<file path="src/rtl/zbh_pkg.sv">
// ----------------------------------------------------------------------------
// zbh_pkg: shared constants and types for the Zobrist board hash
// Field widths, generator constants, stream packing and stage flag types.
// ----------------------------------------------------------------------------
`timescale 1ns / 1ps
`default_nettype none

package zbh_pkg;

	// default sizing of the key tables
	localparam int PIECE_KINDS_DEF    = 7;
	localparam int SQUARE_COUNT_DEF   = 64;
	localparam int MOVE_KEY_COUNT_DEF = 200;

	// field widths
	localparam int SEED_W = 48;
	localparam int KEY_W  = 32;
	localparam int SQ_W   = 6;
	localparam int KIND_W = 3;
	localparam int FRZ_W  = 7;
	localparam int MOVE_W = 16;

	// stream packing
	localparam int IN_TDATA_W  = 80;
	localparam int OUT_TDATA_W = 40;

	// 48-bit linear congruential generator, multiplier split at bit 24
	localparam logic [SEED_W-1:0] LCG_MULT   = 48'h0005_DEEC_E66D;
	localparam logic [SEED_W-1:0] LCG_ADD    = 48'h0000_0000_000B;
	localparam logic [SEED_W-1:0] SEED_RESET = 48'd43;
	localparam logic [23:0]       MULT_LO    = 24'hECE66D;
	localparam logic [23:0]       MULT_HI    = 24'h0005DE;

	typedef enum logic [1:0] {
		GEN_MUL,
		GEN_ADD,
		GEN_DONE
	} gen_state_t;

	// per-item flags that travel with the key reads
	typedef struct packed {
		logic last;
		logic black_to_move;
		logic piece_hit;
		logic frz_w_hit;
		logic frz_b_hit;
	} stage_flags_t;

endpackage

`default_nettype wire

</file>
<file path="src/rtl/zbh_keygen.sv">
// ----------------------------------------------------------------------------
// zbh_keygen: key generator and table fill sequencer
// Steps the 48-bit generator through a multiply state and an add state per key and writes every key once.
// ----------------------------------------------------------------------------
`timescale 1ns / 1ps
`default_nettype none

module zbh_keygen #(
	parameter int STORE_SIZE = 1225,
	parameter int IDX_W      = 11
) (
	input  wire logic                       clk,
	input  wire logic                       arst_n,
	input  wire logic                       cfg_valid,
	input  wire logic [zbh_pkg::SEED_W-1:0] cfg_data,
	input  wire logic                       item_acc,
	output logic                            fill_we,
	output logic [IDX_W-1:0]                fill_idx,
	output logic [zbh_pkg::KEY_W-1:0]       fill_key,
	output logic                            keys_ready
);

	zbh_pkg::gen_state_t state_q, state_d;

	logic [zbh_pkg::SEED_W-1:0] gen_q;
	logic [zbh_pkg::SEED_W-1:0] prod_lo_q;
	logic [23:0]                cross_a_q;
	logic [23:0]                cross_b_q;
	logic [zbh_pkg::SEED_W-1:0] gen_next;
	logic [IDX_W-1:0]           idx_q;
	logic                       locked_q;
	logic                       restart;

	// a seed write before the first item reruns the fill with the new seed
	assign restart = cfg_valid && !locked_q;

	assign gen_next = prod_lo_q + {cross_a_q + cross_b_q, 24'd0} + zbh_pkg::LCG_ADD;

	always_comb begin
		state_d = state_q;
		fill_we = 1'b0;
		case (state_q)
			zbh_pkg::GEN_MUL: begin
				state_d = zbh_pkg::GEN_ADD;
			end
			zbh_pkg::GEN_ADD: begin
				fill_we = 1'b1;
				state_d = (idx_q == IDX_W'(STORE_SIZE - 1)) ? zbh_pkg::GEN_DONE
					: zbh_pkg::GEN_MUL;
			end
			zbh_pkg::GEN_DONE: begin
				state_d = zbh_pkg::GEN_DONE;
			end
			default: begin
				state_d = zbh_pkg::GEN_MUL;
			end
		endcase
		if (restart) begin
			state_d = zbh_pkg::GEN_MUL;
		end
	end

	always_ff @(posedge clk or negedge arst_n) begin
		if (!arst_n) begin
			state_q  <= zbh_pkg::GEN_MUL;
			gen_q    <= zbh_pkg::SEED_RESET ^ zbh_pkg::LCG_MULT;
			idx_q    <= '0;
			locked_q <= 1'b0;
		end else begin
			state_q  <= state_d;
			locked_q <= locked_q || item_acc;
			if (restart) begin
				gen_q <= cfg_data ^ zbh_pkg::LCG_MULT;
				idx_q <= '0;
			end else if (state_q == zbh_pkg::GEN_ADD) begin
				gen_q <= gen_next;
				idx_q <= idx_q + IDX_W'(1);
			end
		end
	end

	// partial products of state times multiplier, modulo 2^48
	always_ff @(posedge clk) begin
		if (state_q == zbh_pkg::GEN_MUL) begin
			prod_lo_q <= 48'(gen_q[23:0]) * 48'(zbh_pkg::MULT_LO);
			cross_a_q <= gen_q[47:24] * zbh_pkg::MULT_LO;
			cross_b_q <= gen_q[23:0] * zbh_pkg::MULT_HI;
		end
	end

	assign fill_idx   = idx_q;
	assign fill_key   = gen_next[47:16];
	assign keys_ready = (state_q == zbh_pkg::GEN_DONE);

endmodule

`default_nettype wire

</file>
<file path="config.mk">
export PLATFORM = sky130hd
export DESIGN_NAME = zbh_keygen
export DESIGN_NICKNAME = d
export VERILOG_FILES = /design/src/rtl/zbh_pkg.sv /design/src/rtl/zbh_keygen.sv
export SDC_FILE = /design/constraint.sdc
export NUM_CORES = 2
export LEC_CHECK = 0
export ABC_AREA = 1
export BUFFER_PORTS_ARGS = -buffer_cell sky130_fd_sc_hd__buf_2
export CAP_MARGIN = 20
export CORE_MARGIN = 4
export CORE_UTILIZATION = 51
export CTS_CLUSTER_DIAMETER = 120
export DETAILED_ROUTE_END_ITERATION = 10
export GPL_ROUTABILITY_DRIVEN = 1
export PLACE_DENSITY = 0.73
export SYNTH_ARGS = -nofsm -noshare
export SYNTH_HDL_FRONTEND = slang
export SYNTH_SLANG_ARGS = --single-unit
</file>
<file path="constraint.sdc">
create_clock -name clk -period 16.1 [get_ports clk]
set_clock_uncertainty 0.2 [all_clocks]
set_input_delay 3.22 -clock clk [delete_from_list [all_inputs] [get_ports clk]]
set_output_delay 3.22 -clock clk [all_outputs]
set_load 0.01 [all_outputs]
</file>
==> flow_summary.ini <==
[status]
outcome = finished clean

[synth]
proportion_of_register_bits_with_asynchronous_set_or_reset_after_synthesis = 0.397
synthDistinctLibCells = 54
synth.top_cell.area_share = 0.304
ys_seq_area_frac = 0.147
synth_top_cells_by_area = fa_1 30%, ha_1 18%, inv_1 11%
mean_post_synth_cell_area_um2 = 8.70
number_of_enable_flip_flop_cells_after_synthesis = 94
syn-cell-area_um2 = 29900
netlist_instances = 3434
netlist.top_cell.by_area = fa_1
synth_nets = 4364
yosys_most_used_dff = edfxtp_1
synthesis.yosys.warnings = 0
ys_seq_elements = 156

[placement]
placement.io_buffers = 96
place_worst_setup_slack_ps = 8740
dpl.cell_count = 4287
detailed_place.area_um2 = 31300
place_congestion = 1.00
hpwl_um = 81300

[clocking]
post-cts-setup-buffers = 0
clk_pin_slew_worst_paths_ps = 70
clock_tree.htree_level_count = 4
post_cts_resized = 0
numCtsBuffers = 17
cts_hold_repair.buffers = 0
max-clock-path-buffers = 2
clkLatencyLatePin_ps = 460
cts_root_buffer = clkbuf_16
cts_num_sinks = 156
tritoncts = built

[floorplanning]
die_h_um = 250
die-width_um = 250
floorplan.die_area_um2 = 62500
starting_density_of_the_core = 0.517
num_io_pins = 97
placement_rows = 88
design.core.area_um2 = 57800

[layout]
area_growth_pct = 6.76
layout.nets = 4471
drive_above_1_share = 0.0605
insertedDiodeCount = 0
final_cell_area_um2 = 31900
number_of_standard_cells_in_the_layout_taps_in_and_fillers_out = 4319

[grt]
track_usage = 0.299
largest_net_degree_at_the_start_of_global_routing = 80
number_of_antenna_violations_at_the_first_check_in_global_routing = 3
via_count_of_the_first_global_routing_pass = 24419
global_route_wire_length_before_repair_um = 141000
globalRoute.totalOverflow = 0

[route]
detailroute.via_count = 23545
drc = 0
routed_wl_um = 92600
ant_nets = 0
detailedRoute.firstPassIterationCount = 6
drt-vias-per-instance = 5.45
initialDrtViolationCount = 1885
wl_per_cell_um = 21.4

[worst_setup_path]
type_of_origin_of_the_critical_path = flop
crit_arrival_ps = 4480
critical_path.max_fanout = 6
crit_type = reg2out
endpoint_kind = output port
cp.required_ps = 12680

[sta]
timing_max_transition_violations_final = 0
max_freq_mhz = 127
slew_margin_rel = 0.337
setup_viol_count_final = 0
rsz_0062_raised_after_global_routing = no
setup_slack_ps = 8200
finalHoldViolCount = 0
finalCritPeriodShare = 0.491
layout_min_cycle_time_ps = 7900
setup_tns_ps = 0
worst-slew-pin-transition_ps = 995

[min_path]
min_path_type = reg2reg

[flow_run]
cap_violations = 0
## sequential cells by signal, summed over array words and instances, names as in the netlist
signal	count
cross_b_q	22
locked_q	1
fill_idx	11
state_q	2
cross_a_q	24
gen_q	48
prod_lo_q	48
## Yosys cell counts, drive strengths merged (7+ instances only)
master / n
and2: 13
fa: 454
nand4: 27
nand3: 130
nor3: 24
o211ai: 10
a31oi: 11
xnor2: 48
inv: 910
o21ai: 104
dfrtp: 41
nand2: 516
nor2: 223
a21o: 25
ha: 424
clkbuf: 11
dfstp: 21
xor2: 95
edfxtp: 94
nor4: 12
a21boi: 8
a21oi: 148
o221ai: 7
o21bai: 25
## layout make-up
cell class / instances / area [µm²]
Clock buffer: 22 / 454
Timing Repair Buffer: 105 / 551
Fill cell: 5360 / 25900
Inverter: 910 / 3420
Tap cell: 765 / 957
Clock inverter: 10 / 119
Sequential cell: 156 / 4400
Multi-Input combinational cell: 2351 / 22000
## per-layer routing
metal,routed length (µm),global-route usage,vias to the layer above
met5,0,0,-
met4,6500,0.167,0
met3,6640,0.0478,249
met2,44000,0.498,921
met1,35500,0.373,11512
li1,-,-,10863
## critical path, cell delays in order, from the launching register on
cell	delay, ps
edfxtp_1	460
ha_1	300
fa_1	440
nand3_1	110
nand2_1	90
nand2_1	70
nand2_1	70
a21oi_1	280
o21ai_1	160
nand2_1	110
nand2_1	50
nand2_1	50
nand2_1	90
ha_1	420
nand2_1	140
nor2_1	170
nand3_1	140
nor2_2	120
nand3_1	90
nor2_2	110
nor2_1	50
nand2_1	70
nand3_1	110
nand2_1	140
inv_1	60
buf_2	140
## kinds of logic after synthesis
family | synth area share
AOI/OAI and AO/OA | 0.0724
buffers and inverters | 0.117
xor gates and xnor gates | 0.0429
adders and majority gates | 0.482
DFF | 0.147
and+or+nand+nor | 0.138
## placed cells by master (no fill, tap or decap), drive strengths merged, types with 6 or more instances in the layout
master  instances
inv           912
nand2         516
fa            454
ha            424
nor2          223
a21oi         148
nand3         130
buf           105
o21ai         104
xor2           95
edfxtp         94
xnor2          48
dfrtp          41
nand4          27
a21o           25
o21bai         25
nor3           24
clkbuf         22
dfstp          21
and2           13
nor4           12
a31oi          11
o211ai         10
a21boi          8
o221ai          7
a211oi          6
nand3b          6
o22ai           6
## final timing paths
kind | start | to | slack, ps | cells after the start
setup / recovery | prod_lo_q[0]$_DFFE_PN_ | fill_key[31] | 8200 | 25
hold / removal | locked_q$_DFF_PN0_ | locked_q$_DFF_PN0_ | 280 | 1
setup reg to reg | gen_q[3]$_DFFE_PN0P_ | prod_lo_q[42]$_DFFE_PN_ | 9150 | 17
hold reg to reg | locked_q$_DFF_PN0_ | locked_q$_DFF_PN0_ | 280 | 1
max in group asynchronous | arst_n | gen_q[7]$_DFFE_PN0P_ | 12410 | 1
min in group asynchronous | arst_n | gen_q[47]$_DFFE_PN0P_ | 2690 | 1
## metrics by stage
stage | utilization | hold slack, ps
2_1_floorplan | - | 237
3_3_place_gp | 0.542 | 249
3_5_place_dp | 0.542 | 263
4_1_cts | 0.551 | 278
5_1_grt | 0.551 | 311
6_report | 0.551 | 277
Power is not shown: default switching activity piles up to over one toggle a cycle in this logic, so the estimate is an artifact.
