`config.mk`:
```
export PLATFORM = sky130hd
export DESIGN_NAME = zbh_fold
export DESIGN_NICKNAME = d
export VERILOG_FILES = /design/src/rtl/zbh_pkg.sv /design/src/rtl/zbh_fold.sv
export SDC_FILE = /design/constraint.sdc
export NUM_CORES = 1
export LEC_CHECK = 0
export BUFFER_PORTS_ARGS = -buffer_cell sky130_fd_sc_hd__buf_2
export CAP_MARGIN = 20
export CORE_MARGIN = 4
export CORE_UTILIZATION = 38
export CTS_CLUSTER_DIAMETER = 40
export DETAILED_ROUTE_END_ITERATION = 8
export PLACE_DENSITY = 0.65
export REMOVE_ABC_BUFFERS = 1
export SYNTH_ARGS = -nofsm -noshare
export SYNTH_HDL_FRONTEND = slang
export SYNTH_SLANG_ARGS = --single-unit
```
`constraint.sdc`:
```
create_clock -name clk -period 3.5 [get_ports clk]
set_clock_uncertainty 0.15 [all_clocks]
set_input_delay 0 -clock clk [delete_from_list [all_inputs] [get_ports clk]]
set_output_delay 0 -clock clk [all_outputs]
set_load 0.01 [all_outputs]
```
`src/rtl/zbh_pkg.sv`:
```
// ----------------------------------------------------------------------------
// zbh_pkg: shared constants and types for the Zobrist board hash
// Field widths, generator constants, stream packing and stage flag types.
// ----------------------------------------------------------------------------
`timescale 1ns / 1ps
`default_nettype none

package zbh_pkg;

	// default sizing of the key tables
	localparam int PIECE_KINDS_DEF    = 7;
	localparam int SQUARE_COUNT_DEF   = 64;
	localparam int MOVE_KEY_COUNT_DEF = 200;

	// field widths
	localparam int SEED_W = 48;
	localparam int KEY_W  = 32;
	localparam int SQ_W   = 6;
	localparam int KIND_W = 3;
	localparam int FRZ_W  = 7;
	localparam int MOVE_W = 16;

	// stream packing
	localparam int IN_TDATA_W  = 80;
	localparam int OUT_TDATA_W = 40;

	// 48-bit linear congruential generator, multiplier split at bit 24
	localparam logic [SEED_W-1:0] LCG_MULT   = 48'h0005_DEEC_E66D;
	localparam logic [SEED_W-1:0] LCG_ADD    = 48'h0000_0000_000B;
	localparam logic [SEED_W-1:0] SEED_RESET = 48'd43;
	localparam logic [23:0]       MULT_LO    = 24'hECE66D;
	localparam logic [23:0]       MULT_HI    = 24'h0005DE;

	typedef enum logic [1:0] {
		GEN_MUL,
		GEN_ADD,
		GEN_DONE
	} gen_state_t;

	// per-item flags that travel with the key reads
	typedef struct packed {
		logic last;
		logic black_to_move;
		logic piece_hit;
		logic frz_w_hit;
		logic frz_b_hit;
	} stage_flags_t;

endpackage

`default_nettype wire

```
`src/rtl/zbh_fold.sv`:
```
// ----------------------------------------------------------------------------
// zbh_fold: hash accumulator and result register
// Folds the read keys into the running hash and presents finished boards.
// ----------------------------------------------------------------------------
`timescale 1ns / 1ps
`default_nettype none

module zbh_fold (
	input  wire logic                       clk,
	input  wire logic                       arst_n,
	input  wire logic                       valid_s2,
	input  wire zbh_pkg::stage_flags_t      flags_s2,
	input  wire logic [zbh_pkg::KEY_W-1:0]  cached_s2,
	input  wire logic [zbh_pkg::KEY_W-1:0]  piece_key_s3,
	input  wire logic [zbh_pkg::KEY_W-1:0]  frz_w_key_s3,
	input  wire logic [zbh_pkg::KEY_W-1:0]  frz_b_key_s3,
	input  wire logic [zbh_pkg::KEY_W-1:0]  move_key_s3,
	input  wire logic [zbh_pkg::KEY_W-1:0]  side_key,
	input  wire logic                       out_ready,
	output logic                            en3,
	output logic                            out_valid,
	output logic [zbh_pkg::KEY_W-1:0]       hash,
	output logic                            matches_cached
);

	logic                      valid_s3;
	zbh_pkg::stage_flags_t     flags_s3;
	logic [zbh_pkg::KEY_W-1:0] cached_s3;
	logic [zbh_pkg::KEY_W-1:0] run_q;
	logic [zbh_pkg::KEY_W-1:0] run_next;
	logic [zbh_pkg::KEY_W-1:0] final_hash;
	logic                      out_free;
	logic                      retire;

	// only a last beat needs the result register
	assign out_free = !out_valid || out_ready;
	assign retire   = valid_s3 && (!flags_s3.last || out_free);
	assign en3      = !valid_s3 || retire;

	assign run_next = run_q ^ (flags_s3.piece_hit ? piece_key_s3 : '0);

	assign final_hash = run_next
		^ (flags_s3.black_to_move ? side_key : '0)
		^ (flags_s3.frz_w_hit ? frz_w_key_s3 : '0)
		^ (flags_s3.frz_b_hit ? frz_b_key_s3 : '0)
		^ move_key_s3;

	always_ff @(posedge clk or negedge arst_n) begin
		if (!arst_n) begin
			valid_s3  <= 1'b0;
			out_valid <= 1'b0;
			run_q     <= '0;
		end else begin
			if (en3) begin
				valid_s3 <= valid_s2;
			end
			if (retire) begin
				run_q <= flags_s3.last ? '0 : run_next;
			end
			if (retire && flags_s3.last) begin
				out_valid <= 1'b1;
			end else if (out_ready) begin
				out_valid <= 1'b0;
			end
		end
	end

	always_ff @(posedge clk) begin
		if (en3) begin
			flags_s3  <= flags_s2;
			cached_s3 <= cached_s2;
		end
		if (retire && flags_s3.last) begin
			hash           <= final_hash;
			matches_cached <= (final_hash == cached_s3);
		end
	end

endmodule

`default_nettype wire

```
==> impl_results.md, run 1 <==
- Min Tclk post-route: 2.79 ns
- Max-slew violation count: 0
- Setup WS pre-CTS: 0.705 ns
- H-tree Lvls: 3
- Flop pwr share: 41.1%
- Avg WL per Cell: 14.9 microns
- Max clock buf depth: 2
- Area contributors post-synth: edfxtp_1 (36%), dfrtp_1 (14%), xor2_1 (12%)
- P&R area growth vs syn: 42.2%
- Min Hold Slack: 0.0214 ns
- RR Startpoint: flags_s3[0]$_DFFE_PP_
- Post-synthesis instance area: 0.00587 sq mm
- Root buffer cell: clkbuf_16
- Port bufs: 235
- DRT Pass-1 Iters: 4
- Clock sink count: 104
- Setup bufs post-CTS: 0
- Max Clk Rate: 359 MHz
- Post-synthesis sequential area ratio: 50.3%
- CP Data Arrival Time: 2.84 ns
- Net count, final: 1045
- Sw frac: 27.7%
- Largest net degree at the start of global routing: 40
- Synth top area share: 35.8%
- RSZ-0062 raised after global routing: no
- Setup TNS: 0 ns
- Diode count: 0
- Status: finished clean
- Buffers & Inverters on Critical Path: 1
- PwrDens: 464 mW/mm^2
- Crit-path max cell delay: 0.58 ns
- Critical Path Source: flags_s3[0]$_DFFE_PP_
- Final wirelength: 15.5 mm
- Yosys warns: 0
- Gate power share: 31.0%
- CP Capture Type: register
- Io pins: 236
- Post-cts resize count: 0
- First-pass GRT wire length: 24.8 mm
- Max VDD drop: 302 uV
- Worst-path cell chain: buf_4 > nand2_1 > xor2_1 > xnor2_1 > xnor2_1 > nand4_1 > nor4_1 > and4b_1
- Avg Cell Area, Syn: 11.1 sq um
- Leading area contributor after synthesis: edfxtp_1
- Antenna violations before repair: 0
- Req. time, crit path: 3.56 ns
- Hold Crit Class: in -> reg
- Placer Congestion: 0.762
- Pint: 2.80 mW
- Final WS setup: 0.713 ns
- CTS tree: done
- Flops & latches, synth: 104
- Crit path max-delay cell type: edfxtp_1
- Top_reg_cell synth: edfxtp_1
- Die footprint: 0.0175 sq mm
- Remaining DRCs: 0
- Crit Path Max Fanout: 15
- Worst slew margin: 42.7%
- Ys async rst share: 32.7%
- Clock-pin slew on the worst setup and hold paths: 0.07 ns
- Grt total ovfl: 0
- Clk Latency, worst-skew pair: 0.34 ns
- P_leak: 3.85 nW
- Worst Max-Slew Pin Slew: 0.859 ns
- Layout cells sized above 1: 32.0%
- Tot GR Track Use: 17.8%
- Final hold vios: 0
- Vias in the first global route: 5001
- Switching power: 1.07 mW
- Maxcap violations: 0
- Top-count cell post-synth: nand2_1
- Initial Util: 38.8%
- TritonCTS Buffers: 9
- Crit share post-route: 79.6%
- Clock network fraction of total power: 27.8%
- CP Launch Type: register
- Row Count: 45
- Hold path start: move_key_s3[19]
- Post-synth top cells: nand2_1 (165), xor2_1 (80), xnor2_1 (75)
- Routed Antenna Nets: 0
- Post-layout util: 55.1%
- Critical path class: reg -> reg
- DP Wirelength: 11.2 mm
- Netlist cell types: 33
- Die height: 132 microns
- DR iter-0 viols: 143
- Worst path most repeated cell: xnor2_1
- Vias: 4681
- Family with the most delay on the worst path: simple AND/OR/NAND/NOR gates
- Die X: 132 microns
- Core Region: 0.0151 sq mm
- Hold_buf cts: 74
- Pwr Total: 3.88 mW
- Final setup vio count: 0
- Post-Syn Instances: 530
- Post-synth EDFFs: 70
- Vias per inst: 4.51
per-layer routing:
layer  routed length, microns  up-vias  GRT usage, %
met2                     8140      153          32.6
met5                        0        -             0
met1                     6280     2156          21.2
met4                      101        0          3.64
met3                      957        8          4.47
li1                         -     2364             -
registers in the layout, summed over array words and instances, names as in the netlist:
signal and cells:
out_valid 1, run_q 32, cached_s3 32, matches_cached 1
valid_s3 1, hash 32, flags_s3 5
cell type report:
type	instances	area (sq um)
multi-input cells	400	2800
inverters	8	30.0
well taps	188	235
fillers	1334	6800
repair buffers	321	2010
clock inverters	3	65.1
flip-flops and latches	104	2950
clock buffers	13	250
path summary, 6_finish.rpt:
check	cells past startpoint	end	slack [ns]
worst max register to register	8	matches_cached$_DFFE_PP_	0.71
worst max-delay path	8	matches_cached$_DFFE_PP_	0.71
worst min-delay path	3	hash[19]$_DFFE_PP_	0.02
max in group asynchronous	2	run_q[31]$_DFFE_PN0P_	2.50
min in group asynchronous	2	run_q[27]$_DFFE_PN0P_	0.16
worst min register to register	2	run_q[24]$_DFFE_PN0P_	0.35
power by group through the flow:
stage	combinational, mW	clock, mW	sequential (mW)
floorplan	0.751	0	1.65
global placement	1.13	0	1.62
detailed placement	1.14	0	1.62
CTS	1.22	1.12	1.59
global route	1.33	1.16	1.61
finish	1.20	1.08	1.59
cell families (layout without fill, tap and decap cells):
group / after synthesis / after routing / share of synthesized area [%]
flops: 104 / 104 / 50.3
xor+xnor: 178 / 178 / 31.2
compound gates: 40 / 40 / 3.94
simple gates: 182 / 182 / 12.3
buf+inv: 26 / 345 / 2.22
stage by stage:
stage,area (sq um),cells
2_1_floorplan,5770,512
3_3_place_gp,7280,946
3_5_place_dp,7280,946
4_1_cts,8330,1036
5_1_grt,8350,1037
6_report,8350,1037
worst reg2reg max path: stages, from the launching register on:
cell      delay (ns)
edfxtp_1        0.58
buf_4           0.32
nand2_1         0.10
xor2_1          0.16
xnor2_1         0.30
xnor2_1         0.17
nand4_1         0.13
nor4_1          0.49
and4b_1         0.25
cell usage in the layout (no fill, tap or decap), types with 3 or more instances in the layout:
cell,netlist,final
nand2_1,165,165
xnor2_1,75,75
clkbuf_1,6,3
buf_4,2,11
dfrtp_1,34,34
inv_1,8,8
nand4_1,4,4
xnor3_1,16,16
edfxtp_1,70,70
xor2_1,80,80
o21ai_0,31,31
clkbuf_16,0,9
nor4_1,3,3
buf_2,8,235
xnor2_2,5,5
dlygate4sd3_1,0,74
(Power assumes the default switching activity.)
==> inputs of run 2 (changes only) <==
==> constraint.sdc (replaced) <==
create_clock -name clk -period 2.7 [get_ports clk]
set_clock_uncertainty 0.15 [all_clocks]
set_input_delay 0 -clock clk [delete_from_list [all_inputs] [get_ports clk]]
set_output_delay 0 -clock clk [all_outputs]
set_load 0.01 [all_outputs]
==> run 2 against run 1 <==
Net effect:
- register-to-register slack worse by 0.54 ns
- cell count is 0.68% higher
- global-route usage is 0.97 points higher
- combinational power is 33% higher
- die area stayed put
- sequential share of layout area is 0.36 points lower
- critical path type unchanged
- flip-flop and latch count stayed put
==> impl_results.md, run 2 (same netlist as run 1, synthesis figures left out) <==
- Status: finished clean
- Avg WL per Cell: 15.4 microns (+3.1%)
- Final wirelength: 16.1 mm (+3.8%)
- RSZ-0062 raised after global routing: no
- Most frequent cells in the layout: buf_2 (235), nand2_1 (165), xor2_1 (80)
- Vias per inst: 4.49 (-0.48%)
- Core Region: 0.0151 sq mm (unchanged)
- Clock sink count: 104 (unchanged)
- Grt total ovfl: 0 (unchanged)
- Port bufs: 235 (unchanged)
- P&R area growth vs syn: 43.7%
- Placer Congestion: 0.775 (+1.7%)
- Critical path class: reg -> reg
- Diode count: 0 (unchanged)
- Largest net degree at the start of global routing: 35 (-13%)
- Routed Antenna Nets: 0 (unchanged)
- Layout Cells excl Fill: 1044 (+0.68%)
- Die footprint: 0.0175 sq mm (unchanged)
- CTS tree: done
- Layout cells sized above 1: 32.2% (+0.21 points)
- Tot GR Track Use: 18.8% (+0.97 points)
- Crit share post-route: 93.7% (+14 points)
- CP Capture Type: register
- Min Hold Slack: 0.0140 ns (-0.00741 ns)
- DP Wirelength: 11.7 mm (+4.9%)
- Remaining DRCs: 0 (unchanged)
- P_leak: 3.88 nW (+0.81%)
- Filler instances: 1297 (-2.8%)
- Worst Max-Slew Pin Slew: 0.884 ns (+0.0252 ns)
- Die X: 132 microns (unchanged)
- Io pins: 236 (unchanged)
- DRT Pass-1 Iters: 4 (unchanged)
- Worst slew margin: 41.1% (-1.7 points)
- Final hold vios: 0 (unchanged)
- Maxcap violations: 0 (unchanged)
- Req. time, crit path: 2.77 ns (-0.79 ns)
- Row Count: 45 (unchanged)
- CP Data Arrival Time: 2.60 ns (-0.24 ns)
- Clk Latency, worst-skew pair: 0.35 ns (about the same)
- DR iter-0 viols: 192 (+34%)
- Most common cell after layout, fill and taps aside: buf_2
- Hold Crit Class: in -> reg
- Vias: 4690 (+0.19%)
- Initial Util: 38.8% (unchanged)
- First-pass GRT wire length: 25.8 mm (+4.0%)
- Max clock buf depth: 2 (unchanged)
- H-tree Lvls: 3 (unchanged)
- TritonCTS Buffers: 9 (unchanged)
- CP Launch Type: register
- Vias in the first global route: 5135 (+2.7%)
- Crit Path Max Fanout: 9 (-6)
- Root buffer cell: clkbuf_16
- PwrDens: 586 mW/mm^2 (+26%)
- Biggest regs: cached_s3: 32 flops, hash: 32 flops, run_q: 32 flops
- Placed cell count: 950 (+0.42%)
- Max Clk Rate: 395 MHz (+10%)
- Die height: 132 microns (unchanged)
- Antenna violations before repair: 0 (unchanged)
- Post-layout util: 55.7% (+0.57 points)
- Max VDD drop: 361 uV (+20%)
- Clock-pin slew on the worst setup and hold paths: 0.07 ns (about the same)
- Final setup vio count: 0 (unchanged)
- Max-slew violation count: 0 (unchanged)
- Min Tclk post-route: 2.53 ns (-0.257 ns)
- Net count, final: 1052 (+0.67%)
==> run 2: worst max-delay path, stage by stage, from the launching register on <==
cell and delay (ns):
edfxtp_1 0.42, buf_4 0.20, nand2_1 0.08, xor2_1 0.17, xnor3_1 0.44, xnor2_1 0.25
o211ai_1 0.17, nor4_2 0.30, and4b_1 0.22
==> run 2: power by group <==
part,leakage (nW),internal [mW],switching (mW)
Clock,0.132,0.714,0.565
Combinational,2.61,0.847,0.748
Sequential,1.15,1.97,0.0985
==> run 2: repair_timing <==
item,4_1_cts,5_1_grt
setup buffers,0,1
setup endpoints to repair,0,1
hold buffers,77,0
hold endpoints to repair,110,0
resized for setup,0,3
==> run 2: area by class of cell <==
type | instances | area (sq um) | share of cell area [%]
Sequential cell | 104 | 2950 | 35.0
Clock inverter | 4 | 45.0 | 0.534
Clock buffer | 12 | 236 | 2.80
Inverter | 8 | 30.0 | 0.356
Timing Repair Buffer | 328 | 2120 | 25.1
Tap cell | 188 | 235 | 2.79
Multi-Input combinational cell | 400 | 2810 | 33.4
==> run 2: path summary, 6_finish.rpt <==
kind	depth (start not counted)	startpoint	slack [ns]	end
min reg2reg	2	run_q[3]$_DFFE_PN0P_	0.35	run_q[3]$_DFFE_PN0P_
max in group asynchronous	2	arst_n	1.68	run_q[7]$_DFFE_PN0P_
max	8	flags_s3[1]$_DFFE_PP_	0.17	matches_cached$_DFFE_PP_
max reg2reg	8	flags_s3[1]$_DFFE_PP_	0.17	matches_cached$_DFFE_PP_
min in group asynchronous	2	arst_n	0.17	run_q[27]$_DFFE_PN0P_
min	4	piece_key_s3[9]	0.01	run_q[9]$_DFFE_PN0P_
==> run 2: through the flow <==
stage	setup WS [ns]	total power [mW]	TNS (ns)	cell area [sq um]
global placement	0.0886	3.58	0	7340
detailed placement	0.0449	3.60	0	7340
CTS	0.0287	5.00	0	8400
floorplan	-0.488	3.12	-16.52	5770
finish	0.171	4.94	0	8430
global route	0.0134	5.23	0	8430
==> run 2: metal layers <==
metal  part of all wire [%]  GRT usage, %  up-vias
li1                       -             -     2374
met3                    5.5          4.58       17
met5                      0             0        -
met2                     52          34.1      142
met1                     41          22.2     2157
met4                    1.4          4.85        0
